**src/design/url_query_parameter_extract_defines.svh**
```systemverilog
// Assertion macros for the file that carries checks.
// Every check is clocked on clk and switched off while arst_n is low.
`ifndef URL_QUERY_PARAMETER_EXTRACT_DEFINES_SVH
`define URL_QUERY_PARAMETER_EXTRACT_DEFINES_SVH

// The consequent must hold in the same cycle as the trigger.
`define UQPE_ASSERT_SAME(label, trig, cons, msg) \
	label: assert property (@(posedge clk) disable iff (!arst_n) (trig) |-> (cons)) \
		else $error(msg);

// The consequent must hold in the cycle after the trigger.
`define UQPE_ASSERT_NEXT(label, trig, cons, msg) \
	label: assert property (@(posedge clk) disable iff (!arst_n) (trig) |=> (cons)) \
		else $error(msg);

`endif

```
**src/design/uqpe_pkg.sv**
```systemverilog
`timescale 1ns / 1ps

package uqpe_pkg;

	// Longest parameter name that can be searched.
	localparam int unsigned MAX_NAME_BYTES = 16;
	localparam int unsigned LEN_W          = 5;

	// Entries in the result queue; it must take two results behind one in flight.
	localparam int unsigned QUEUE_DEPTH = 4;
	localparam int unsigned QPTR_W      = $clog2(QUEUE_DEPTH);
	localparam int unsigned QCNT_W      = $clog2(QUEUE_DEPTH + 1);

	// Characters that steer the parse.
	localparam logic [7:0] CH_AMP = 8'h26;
	localparam logic [7:0] CH_EQ  = 8'h3D;
	localparam logic [7:0] CH_QM  = 8'h3F;

	// Configuration register indexes.
	localparam logic [1:0] REG_NAME_LENGTH = 2'd0;
	localparam logic [1:0] REG_NAME_LOW    = 2'd1;
	localparam logic [1:0] REG_NAME_HIGH   = 2'd2;

	typedef enum logic [2:0] {
		PH_SEEK,
		PH_MATCH,
		PH_SKIP,
		PH_VALUE,
		PH_DONE
	} phase_t;

	typedef logic [MAX_NAME_BYTES-1:0][7:0] name_t;

	typedef struct packed {
		logic [7:0] value_byte;
		logic       found;
		logic       final_report;
	} result_t;

	// Results produced by one path byte: count of 0, 1 or 2, in order.
	typedef struct packed {
		logic [1:0] count;
		result_t    first;
		result_t    second;
	} step_out_t;

	// Byte expected at pattern position pos: the name bytes, then '='.
	function automatic logic [7:0] uqpe_expected(input logic [LEN_W-1:0] pos,
			input logic [LEN_W-1:0] len, input name_t name);
		logic [7:0] ch;
		if (pos >= len) begin
			ch = CH_EQ;
		end else begin
			ch = name[pos[LEN_W-2:0]];
		end
		return ch;
	endfunction

endpackage

```
**src/design/uqpe_step.sv**
```systemverilog
`timescale 1ns / 1ps

module uqpe_step import uqpe_pkg::*; (
	input  logic             clk,
	input  logic             arst_n,
	input  logic             fire,
	input  logic [7:0]       path_byte,
	input  logic             end_of_path,
	input  logic [LEN_W-1:0] name_length,
	input  name_t            name,
	output step_out_t        step_out
);

	phase_t           phase_q, phase_d;
	logic [LEN_W-1:0] pos_q, pos_d;
	logic             found_q, found_d;
	logic [LEN_W-1:0] eff_len;
	logic [7:0]       exp_byte;
	logic             emit_value;
	result_t          value_res;
	result_t          final_res;

	// Lengths above the name storage are clamped to it.
	assign eff_len  = (name_length > LEN_W'(MAX_NAME_BYTES)) ? LEN_W'(MAX_NAME_BYTES)
		: name_length;
	assign exp_byte = uqpe_expected(pos_q, eff_len, name);

	// Parse state update and result generation for one byte.
	always_comb begin
		phase_d    = phase_q;
		pos_d      = pos_q;
		found_d    = found_q;
		emit_value = 1'b0;
		case (phase_q)
			PH_SEEK: begin
				if (path_byte == CH_QM) begin
					phase_d = PH_MATCH;
					pos_d   = '0;
				end
			end
			PH_MATCH: begin
				if (path_byte == exp_byte) begin
					if (pos_q >= eff_len) begin
						phase_d = PH_VALUE;
						found_d = 1'b1;
						pos_d   = '0;
					end else begin
						pos_d = pos_q + LEN_W'(1);
					end
				end else if (path_byte == CH_AMP) begin
					pos_d = '0;
				end else begin
					phase_d = PH_SKIP;
					pos_d   = '0;
				end
			end
			PH_SKIP: begin
				if (path_byte == CH_AMP) begin
					phase_d = PH_MATCH;
					pos_d   = '0;
				end
			end
			PH_VALUE: begin
				if (path_byte == CH_AMP) begin
					phase_d = PH_DONE;
				end else begin
					emit_value = 1'b1;
				end
			end
			default: begin
			end
		endcase

		value_res = '{value_byte: path_byte, found: 1'b0, final_report: 1'b0};
		final_res = '{value_byte: 8'h00, found: found_d, final_report: 1'b1};

		// The last byte reports and returns the parse to its start.
		if (end_of_path) begin
			phase_d = PH_SEEK;
			pos_d   = '0;
			found_d = 1'b0;
		end

		step_out = '0;
		if (fire) begin
			if (emit_value) begin
				step_out.first  = value_res;
				step_out.second = final_res;
				step_out.count  = end_of_path ? 2'd2 : 2'd1;
			end else begin
				step_out.first = final_res;
				step_out.count = end_of_path ? 2'd1 : 2'd0;
			end
		end
	end

	// State registers advance only on a processed byte.
	always_ff @(posedge clk or negedge arst_n) begin
		if (!arst_n) begin
			phase_q <= PH_SEEK;
			pos_q   <= '0;
			found_q <= 1'b0;
		end else if (fire) begin
			phase_q <= phase_d;
			pos_q   <= pos_d;
			found_q <= found_d;
		end
	end

endmodule

```
**src/design/uqpe_out_queue.sv**
```systemverilog
`timescale 1ns / 1ps

module uqpe_out_queue import uqpe_pkg::*; (
	input  logic      clk,
	input  logic      arst_n,
	input  step_out_t push,
	output logic      room,
	output logic      out_valid,
	input  logic      out_ready,
	output result_t   head
);

	result_t           mem_q [QUEUE_DEPTH];
	logic [QPTR_W-1:0] wr_ptr_q;
	logic [QPTR_W-1:0] rd_ptr_q;
	logic [QCNT_W-1:0] count_q;
	logic              pop;

	assign out_valid = (count_q != '0);
	assign pop       = out_valid && out_ready;
	assign head      = mem_q[rd_ptr_q];
	// Room for the two results that a single byte can produce.
	assign room      = (count_q <= QCNT_W'(QUEUE_DEPTH - 2));

	// Storage writes of up to two results per cycle.
	always_ff @(posedge clk) begin
		if (push.count != 2'd0) begin
			mem_q[wr_ptr_q] <= push.first;
		end
		if (push.count == 2'd2) begin
			mem_q[wr_ptr_q + QPTR_W'(1)] <= push.second;
		end
	end

	// Pointers and fill count.
	always_ff @(posedge clk or negedge arst_n) begin
		if (!arst_n) begin
			wr_ptr_q <= '0;
			rd_ptr_q <= '0;
			count_q  <= '0;
		end else begin
			wr_ptr_q <= wr_ptr_q + QPTR_W'(push.count);
			if (pop) begin
				rd_ptr_q <= rd_ptr_q + QPTR_W'(1);
			end
			count_q <= count_q + QCNT_W'(push.count) - QCNT_W'(pop);
		end
	end

endmodule

```
**src/design/url_query_parameter_extract.sv**
```systemverilog
`timescale 1ns / 1ps
// Extracts the value of one query parameter from a request path that arrives one byte
// per beat. Bytes up to and including the first '?' are skipped; the configured name
// followed by '=' is then compared at the start of the query and after each '&', and
// the bytes of the first matching value come out one result per beat up to the next
// '&' or the end of the path. The beat carrying end_of_path also yields a final report
// (final_report high, found set if the name matched). The block takes one path byte
// per clock: a byte is captured in an input register and parsed from there, its
// results being registered in a four-entry result queue before they appear. The result
// side drains one result per clock while out_ready is high; input is held back only
// while that queue cannot take the two results a final byte may produce. Configuration
// is accepted in every cycle and should be written while no path is in progress.
`include "url_query_parameter_extract_defines.svh"

module url_query_parameter_extract import uqpe_pkg::*; (
	input  logic        clk,
	input  logic        arst_n,
	input  logic        cfg_valid,
	output logic        cfg_ready,
	input  logic [1:0]  cfg_index,
	input  logic [63:0] cfg_data,
	input  logic        in_valid,
	output logic        in_ready,
	input  logic [7:0]  path_byte,
	input  logic        end_of_path,
	output logic        out_valid,
	input  logic        out_ready,
	output logic [7:0]  value_byte,
	output logic        found,
	output logic        final_report
);

	logic [LEN_W-1:0] name_length_q;
	logic [63:0]      name_low_q;
	logic [63:0]      name_high_q;
	name_t            name;
	logic             valid_s1;
	logic [7:0]       byte_s1;
	logic             eop_s1;
	logic             room;
	logic             fire;
	step_out_t        step_out;
	result_t          head;

	// Configuration registers.
	assign cfg_ready = 1'b1;
	always_ff @(posedge clk or negedge arst_n) begin
		if (!arst_n) begin
			name_length_q <= '0;
			name_low_q    <= '0;
			name_high_q   <= '0;
		end else if (cfg_valid) begin
			case (cfg_index)
				REG_NAME_LENGTH: name_length_q <= cfg_data[LEN_W-1:0];
				REG_NAME_LOW:    name_low_q    <= cfg_data;
				REG_NAME_HIGH:   name_high_q   <= cfg_data;
				default: begin
				end
			endcase
		end
	end
	assign name = name_t'({name_high_q, name_low_q});

	// Input register: refilled whenever its byte is parsed in the same cycle.
	assign fire     = valid_s1 && room;
	assign in_ready = !valid_s1 || room;
	always_ff @(posedge clk or negedge arst_n) begin
		if (!arst_n) begin
			valid_s1 <= 1'b0;
		end else if (in_ready) begin
			valid_s1 <= in_valid;
		end
	end
	always_ff @(posedge clk) begin
		if (in_valid && in_ready) begin
			byte_s1 <= path_byte;
			eop_s1  <= end_of_path;
		end
	end

	// Parser.
	uqpe_step u_step (
		.clk         (clk),
		.arst_n      (arst_n),
		.fire        (fire),
		.path_byte   (byte_s1),
		.end_of_path (eop_s1),
		.name_length (name_length_q),
		.name        (name),
		.step_out    (step_out)
	);

	// Result queue.
	uqpe_out_queue u_queue (
		.clk       (clk),
		.arst_n    (arst_n),
		.push      (step_out),
		.room      (room),
		.out_valid (out_valid),
		.out_ready (out_ready),
		.head      (head)
	);

	assign value_byte   = head.value_byte;
	assign found        = head.found;
	assign final_report = head.final_report;

	// Checks.
	`UQPE_ASSERT_NEXT(a_accept_loads, in_valid && in_ready, valid_s1,
		"accepted byte did not reach the input register")
	`UQPE_ASSERT_SAME(a_two_only_last, step_out.count == 2'd2, eop_s1 && fire,
		"two results from a byte that is not the last one")
	`UQPE_ASSERT_SAME(a_report_zero, out_valid && final_report, value_byte == 8'h00,
		"final report carries a non-zero value byte")
	`UQPE_ASSERT_SAME(a_value_not_found, out_valid && !final_report, !found,
		"value result has found set")

endmodule

```
**config.mk**
```make
export PLATFORM = sky130hd
export DESIGN_NAME = url_query_parameter_extract
export DESIGN_NICKNAME = d
export VERILOG_FILES = /design/src/design/uqpe_pkg.sv /design/src/design/uqpe_step.sv /design/src/design/uqpe_out_queue.sv /design/src/design/url_query_parameter_extract.sv
export VERILOG_INCLUDE_DIRS = /design/src /design/src/design
export SDC_FILE = /design/constraint.sdc
export NUM_CORES = 1
export LEC_CHECK = 0
export BUFFER_PORTS_ARGS = -buffer_cell sky130_fd_sc_hd__buf_2
export CAP_MARGIN = 40
export CORE_MARGIN = 1.5
export CORE_UTILIZATION = 45
export CTS_BUF_LIST = sky130_fd_sc_hd__clkbuf_8
export CTS_CLUSTER_DIAMETER = 60
export DETAILED_ROUTE_END_ITERATION = 10
export PLACE_DENSITY_LB_ADDON = 0.15
export SYNTH_ARGS = -nofsm -noshare
export SYNTH_HDL_FRONTEND = slang
export SYNTH_SLANG_ARGS = --single-unit
```
**constraint.sdc**
```tcl
create_clock -name clk -period 5.6 [get_ports clk]
set_input_delay 0.28 -clock clk [delete_from_list [all_inputs] [get_ports clk]]
set_output_delay 0.28 -clock clk [all_outputs]
set_load 0.02 [all_outputs]
```
==> flow_summary.yaml, run 1 <==
floorplan:
  die_w_microns: 147
  core_sq_um: 20300
  rows: 52
  die_h_microns: 147
  start_util_pct: 45.9
  die-area_sq_um: 21600
  ios: 93
route:
  ant_nets: 0
  wl_per_cell_microns: 19.7
  drc: 0
  num_vias: 6007
  vias_per_cell: 5.52
  drt-initial-drc-count: 343
  firstDrtPassIters: 4
  wirelength_microns: 21400
finish:
  drive_gt1_share_pct: 38.6
  post-route-util_pct: 51.8
  final_cell_mix: "dfrtp_1, mux2_2, buf_2, nand2_1, dfxtp_1"
  area_growth_pct: 12.8
  final_common_cell: "dfrtp_1"
  filler_cell_count: 1770
  finalNetCount: 896
synthesis:
  syn_nets: 808
  yosysWarnings: 0
  syn_avg_cell_area_sq_um: 13.0
  synth_area_sq_um: 9320
  seq_area_frac_synth_pct: 52.6
  yosysTopAreaCell: "dfrtp_1"
  async_reset_ff_share_pct: 75.4
  synth.area.top_cells: "dfrtp_1, mux2_2, dfxtp_1"
  synth-seq-cells: 199
  syn_inst: 716
  synth_edf_count: 17
  yosysTopAreaCellShare_pct: 40.3
  synth_ff_type: "dfrtp_1"
  yosysUniqueCellTypes: 67
min_path:
  min_path_type: "in2reg"
  holdPathStages: 2
  min_to: "name_low_q[26]$_DFFE_PN0P_"
  min_from: "cfg_data[26]"
setup_path:
  r2r_start: "u_step.pos_q[0]$_DFFE_PN0P_"
  path_max_fanout: 25
  cp.required_ns: 5.81
  crit_arrival_ns: 3.86
  r2r-end: "u_queue.mem_q[1][1]$_DFFE_PP_"
  path_class: "reg2reg"
  critPathCaptureType: "flip-flop"
  r2r_cells: 10
  start_kind: "flip-flop"
  reg2reg_slack_ns: 1.95
sta:
  min_period_over_period_pct: 65.1
  hold_viol: 0
  setup-tns-final_ns: 0
  finClkSkew_ns: 0.0201
  max_slew.worst_pin.slew_ns: 0.904
  relSlewSlack_pct: 39.7
  rsz0062_at_grt: "false"
  setup_viol: 0
  fmax_mhz: 274
  fin_crit_ns: 3.65
  finalMaxSlewViolations: 0
run_status:
  status: "complete, no violations"
clocking:
  clock_latency_ns: 0.48
  cts_root_buf: "clkbuf_8"
  clk_pin_slew_ns: 0.11
  post-cts-setup-buffers: 0
  clock_path_buffers: 2
  tritoncts.num_buffers: 17
  cts_max_level: 4
  cts_tree: "done"
  clock_sinks: 199
power:
  leakage_nw: 4.36
  pwr_density_cell_nw_per_um2: 369
  vdd_drop_max_mv: 0.157
grt:
  grt_max_degree: 68
  grt_usage_pct: 20.8
  grt_pass1_wl_microns: 34600
  grt_pass1_vias: 6344
  antenna_found_initial: 2
  gr-total-overflow: 0
placed_design:
  routabilityCongestion: 0.822
  portBuffers: 91
  dp_hpwl_microns: 15600
run:
  cap_viol_max_count: 0
-- state kept, by name (all words and copies together) (netlist names) --
name and cells:
u_queue.mem_q 40, name_high_q 64, u_queue.count_q 3, name_low_q 64, u_queue.rd_ptr_q 2, u_queue.wr_ptr_q 2, u_step.found_q 1, valid_s1 1
eop_s1 1, byte_s1 8, name_length_q 5, u_step.pos_q 5, u_step.phase_q 3
-- kinds of logic after synthesis --
group                    synth area share [%]
flip-flops                               52.6
multiplexers                             26.3
AND/OR/NAND/NOR                          8.34
AO/OA/AOI/OAI                            6.89
buffers and inverters                    3.29
adder cells (fa/ha/maj)                  1.69
XOR/XNOR                                0.846
other                                  0.0402
-- synth_stat cells, types with 8 or more instances --
| cell | count |
|---|---|
| ha_1 | 11 |
| o22ai_1 | 17 |
| dfxtp_1 | 32 |
| edfxtp_1 | 17 |
| buf_2 | 8 |
| a22o_1 | 18 |
| nor2_1 | 13 |
| clkbuf_1 | 26 |
| a21oi_1 | 11 |
| dfrtp_1 | 150 |
| nor2b_1 | 10 |
| nand3_1 | 24 |
| nand2_1 | 37 |
| mux2_2 | 146 |
| o21ai_0 | 28 |
| mux2i_1 | 27 |
| mux4_2 | 22 |
| nor3_1 | 15 |
| inv_1 | 20 |
-- report_power, final --
group | leakage (nW) | total (mW) | switching (mW) | internal [mW]
sequential | 2.20 | 2.00 | 0.249 | 1.75
combinational | 1.95 | 0.962 | 0.478 | 0.483
clock | 0.207 | 0.912 | 0.535 | 0.377
total | 4.36 | 3.88 | 1.26 | 2.62
-- timing repair --
action | in CTS | in global routing
hold buffers | 11 | 0
endpoints found under the hold margin | 41 | 0
gates resized for setup | 0 | 0
-- final cells by class --
cell class                      instances  area [sq um]  area share, %
Clock buffer                           18           248           2.36
Antenna cell                            1          2.50         0.0238
Timing Repair Buffer                  112           687           6.53
Tap cell                              270           338           3.21
Multi-Input combinational cell        453          4110           39.1
Sequential cell                       199          4910           46.7
Inverter                               21          78.8          0.750
Clock inverter                         14           140           1.33
-- layer usage --
layer	track usage, %	up-vias	wire (microns)
li1	-	2821	-
met2	35.6	99	10800
met1	26.6	3061	9490
met4	5.85	2	363
met3	4.57	24	773
met5	0	-	10
-- critical path, stage by stage (launching register included) --
cell and delay (ns):
dfrtp_2 0.64, buf_4 0.45, mux4_2 0.58, a22o_1 0.19, nor3_1 0.36, nor2_1 0.10, a32o_1 0.28, o2bb2ai_2 0.21
nor2_1 0.06, a21oi_1 0.40, nor3_1 0.11
-- worst max-delay path by stage --
stage,from,to
after floorplan,byte_s1[6]$_DFFE_PP_,u_queue.count_q[2]$_DFF_PN0_
after global placement,u_step.pos_q[0]$_DFFE_PN0P_,u_queue.mem_q[3][1]$_DFFE_PP_
after detailed placement,u_step.pos_q[0]$_DFFE_PN0P_,u_queue.mem_q[1][1]$_DFFE_PP_
after CTS,u_step.pos_q[0]$_DFFE_PN0P_,u_queue.mem_q[1][1]$_DFFE_PP_
after global routing,byte_s1[7]$_DFFE_PP_,u_queue.mem_q[0][1]$_DFFE_PP_
final,u_step.pos_q[0]$_DFFE_PN0P_,u_queue.mem_q[1][1]$_DFFE_PP_
-- per-stage QoR --
step / hold WS, ns / instances / instance area (sq um) / power [mW] / setup slack, ns
after global routing: 0.0147 / 1087 / 10500 / 4.11 / 1.69
after detailed placement: 0.187 / 1044 / 10000 / 3.00 / 1.96
final: 0.0432 / 1088 / 10500 / 3.88 / 1.95
after floorplan: -0.0156 / 716 / 9320 / 2.67 / 2.30
after CTS: 0.0181 / 1087 / 10500 / 3.92 / 1.94
after global placement: 0.440 / 1039 / 9930 / 2.94 / 2.01
No activity file was read; power rests on OpenSTA's default activity.
==> run 2, diff against run 1 <==
clock period = 3.1 ns   (was 5.6 ns; I/O delays follow)
==> flow_summary.yaml, run 2 (synthesized netlist as in run 1, its figures left out) <==
finish:
  stdcell_area_sq_um: 11500
  finalNetCount: 991
  layoutNonFillerInstCount: 1182
  area_growth_pct: 23.8
  final_common_cell: "dfrtp_1"
  final_cell_mix: "dfrtp_1, mux2_2, buf_2, dlygate4sd3_1, nand2_1"
  antenna_cells: 0
  reg_top3: "name_high_q: 64 flops, name_low_q: 64 flops, u_queue.mem_q: 40 flops"
  drive_gt1_share_pct: 38.7
  post-route-util_pct: 56.8
grt:
  grt_pass1_vias: 6868
  grt_pass1_wl_microns: 36900
  antenna_found_initial: 0
  grt_max_degree: 93
  gr-total-overflow: 0
  grt_usage_pct: 22.1
run:
  cap_viol_max_count: 0
clocking:
  tritoncts.num_buffers: 17
  clock_path_buffers: 2
  cts_max_level: 4
  cts_root_buf: "clkbuf_8"
  clk_pin_slew_ns: 0.11
  cts_tree: "done"
  clock_latency_ns: 0.47
  clock_sinks: 199
route:
  drt-initial-drc-count: 360
  wl_per_cell_microns: 19.3
  num_vias: 6515
  ant_nets: 0
  firstDrtPassIters: 5
  vias_per_cell: 5.51
  drc: 0
  wirelength_microns: 22800
power:
  vdd_drop_max_mv: 0.315
  pwr_density_cell_nw_per_um2: 639
  leakage_nw: 4.81
sta:
  relSlewSlack_pct: 39.2
  finClkSkew_ns: 0.0140
  rsz0062_at_grt: "true"
  setup_viol: 0
  min_period_over_period_pct: 96.4
  hold_viol: 0
  finalMaxSlewViolations: 0
  max_slew.worst_pin.slew_ns: 0.912
  fmax_mhz: 335
  fin_crit_ns: 2.99
run_status:
  status: "complete, no violations"
setup_path:
  reg2reg_slack_ns: 0.11
  critPathTopFamily: "simple AND/OR/NAND/NOR gates"
  start_kind: "flip-flop"
  max_stage_delay_ns: 0.53
  crit_slowest_cell: "dfrtp_4"
  crit_arrival_ns: 3.21
  critPathCaptureType: "flip-flop"
  r2r-end: "u_queue.mem_q[1][1]$_DFFE_PP_"
  r2r_cells: 11
  cp_num_cells: 11
  path_max_fanout: 8
  crit_chain: "buf_4 -> or3b_1 -> o22a_1 -> and4_1 -> nand4_1 -> a21oi_1 -> o32ai_2 -> nor2_1 -> a21oi_1 -> buf_4 -> nor3_1"
  r2r_start: "u_step.pos_q[0]$_DFFE_PN0P_"
  path_class: "reg2reg"
  cp.required_ns: 3.32
  cp.buffers_inverters: 2
floorplan:
  rows: 52
  die_h_microns: 147
  die_w_microns: 147
  core_sq_um: 20300
  die-area_sq_um: 21600
  ios: 93
  start_util_pct: 45.9
min_path:
  min_path_type: "in2async"
placed_design:
  placed_area_sq_um: 10300
  dp_hpwl_microns: 16100
  portBuffers: 91
  routabilityCongestion: 0.840
  dp_cells: 1069
[run 2: cell count changes in the layout (fill, tap and decap cells not counted), moves of 3 or more]
cell,before,now
buf_12,0,7
buf_4,8,32
dlygate4sd3_1,11,75
inv_4,3,0
[run 2: cell type report]
cell class	count	area, sq um
Timing Repair Buffer	207	1630
Fill cell	1690	8760
Sequential cell	199	4910
Tap cell	270	338
Clock buffer	17	234
Clock inverter	15	209
Inverter	21	78.8
Multi-Input combinational cell	453	4140
[run 2: layer usage]
metal	vias to the layer above	GRT usage [%]	part of all wire (%)
met5	-	0	0
met4	0	5.65	1.4
li1	3000	-	-
met1	3369	27.7	43
met3	21	3.85	3.2
met2	125	39.6	53
[run 2: repair_timing]
item / in CTS / in global routing
hold buffers: 75 / 0
hold endpoints to repair: 233 / 0
pin swaps: 1 / 3
setup endpoints to repair: 6 / 13
resized for setup: 1 / 7
buffers inserted: 3 / 3
[run 2: through the flow]
step	power (mW)	setup TNS, ns	setup WS (ns)	hold slack, ns
final	7.37	0	0.111	0.0212
after global routing	7.80	-0.0947	-0.0447	0.0144
after CTS	7.41	0	0.0347	0.00767
after detailed placement	5.51	-0.144	-0.0406	-0.0621
after global placement	5.41	0	0.0479	0.300
after floorplan	4.84	0	0.00398	-0.141
[run 2: power breakdown]
group,switching (mW),leakage (nW),internal [mW]
sequential,0.409,2.20,3.17
clock,0.999,0.220,0.835
combinational,0.953,2.39,1.00
total,2.36,4.81,5.01
[run 2: worst max path at each step]
stage / start / end / slack (ns)
global route: u_step.pos_q[0]$_DFFE_PN0P_ / u_queue.mem_q[1][1]$_DFFE_PP_ / -0.04
finish: u_step.pos_q[0]$_DFFE_PN0P_ / u_queue.mem_q[1][1]$_DFFE_PP_ / 0.11
detailed placement: u_step.pos_q[0]$_DFFE_PN0P_ / u_queue.mem_q[1][1]$_DFFE_PP_ / -0.04
global placement: u_step.pos_q[0]$_DFFE_PN0P_ / u_queue.mem_q[1][1]$_DFFE_PP_ / 0.05
CTS: u_step.pos_q[1]$_DFFE_PN0P_ / u_step.phase_q[0]$_DFFE_PN0P_ / 0.03
floorplan: byte_s1[6]$_DFFE_PP_ / u_queue.count_q[2]$_DFF_PN0_ / 0.004
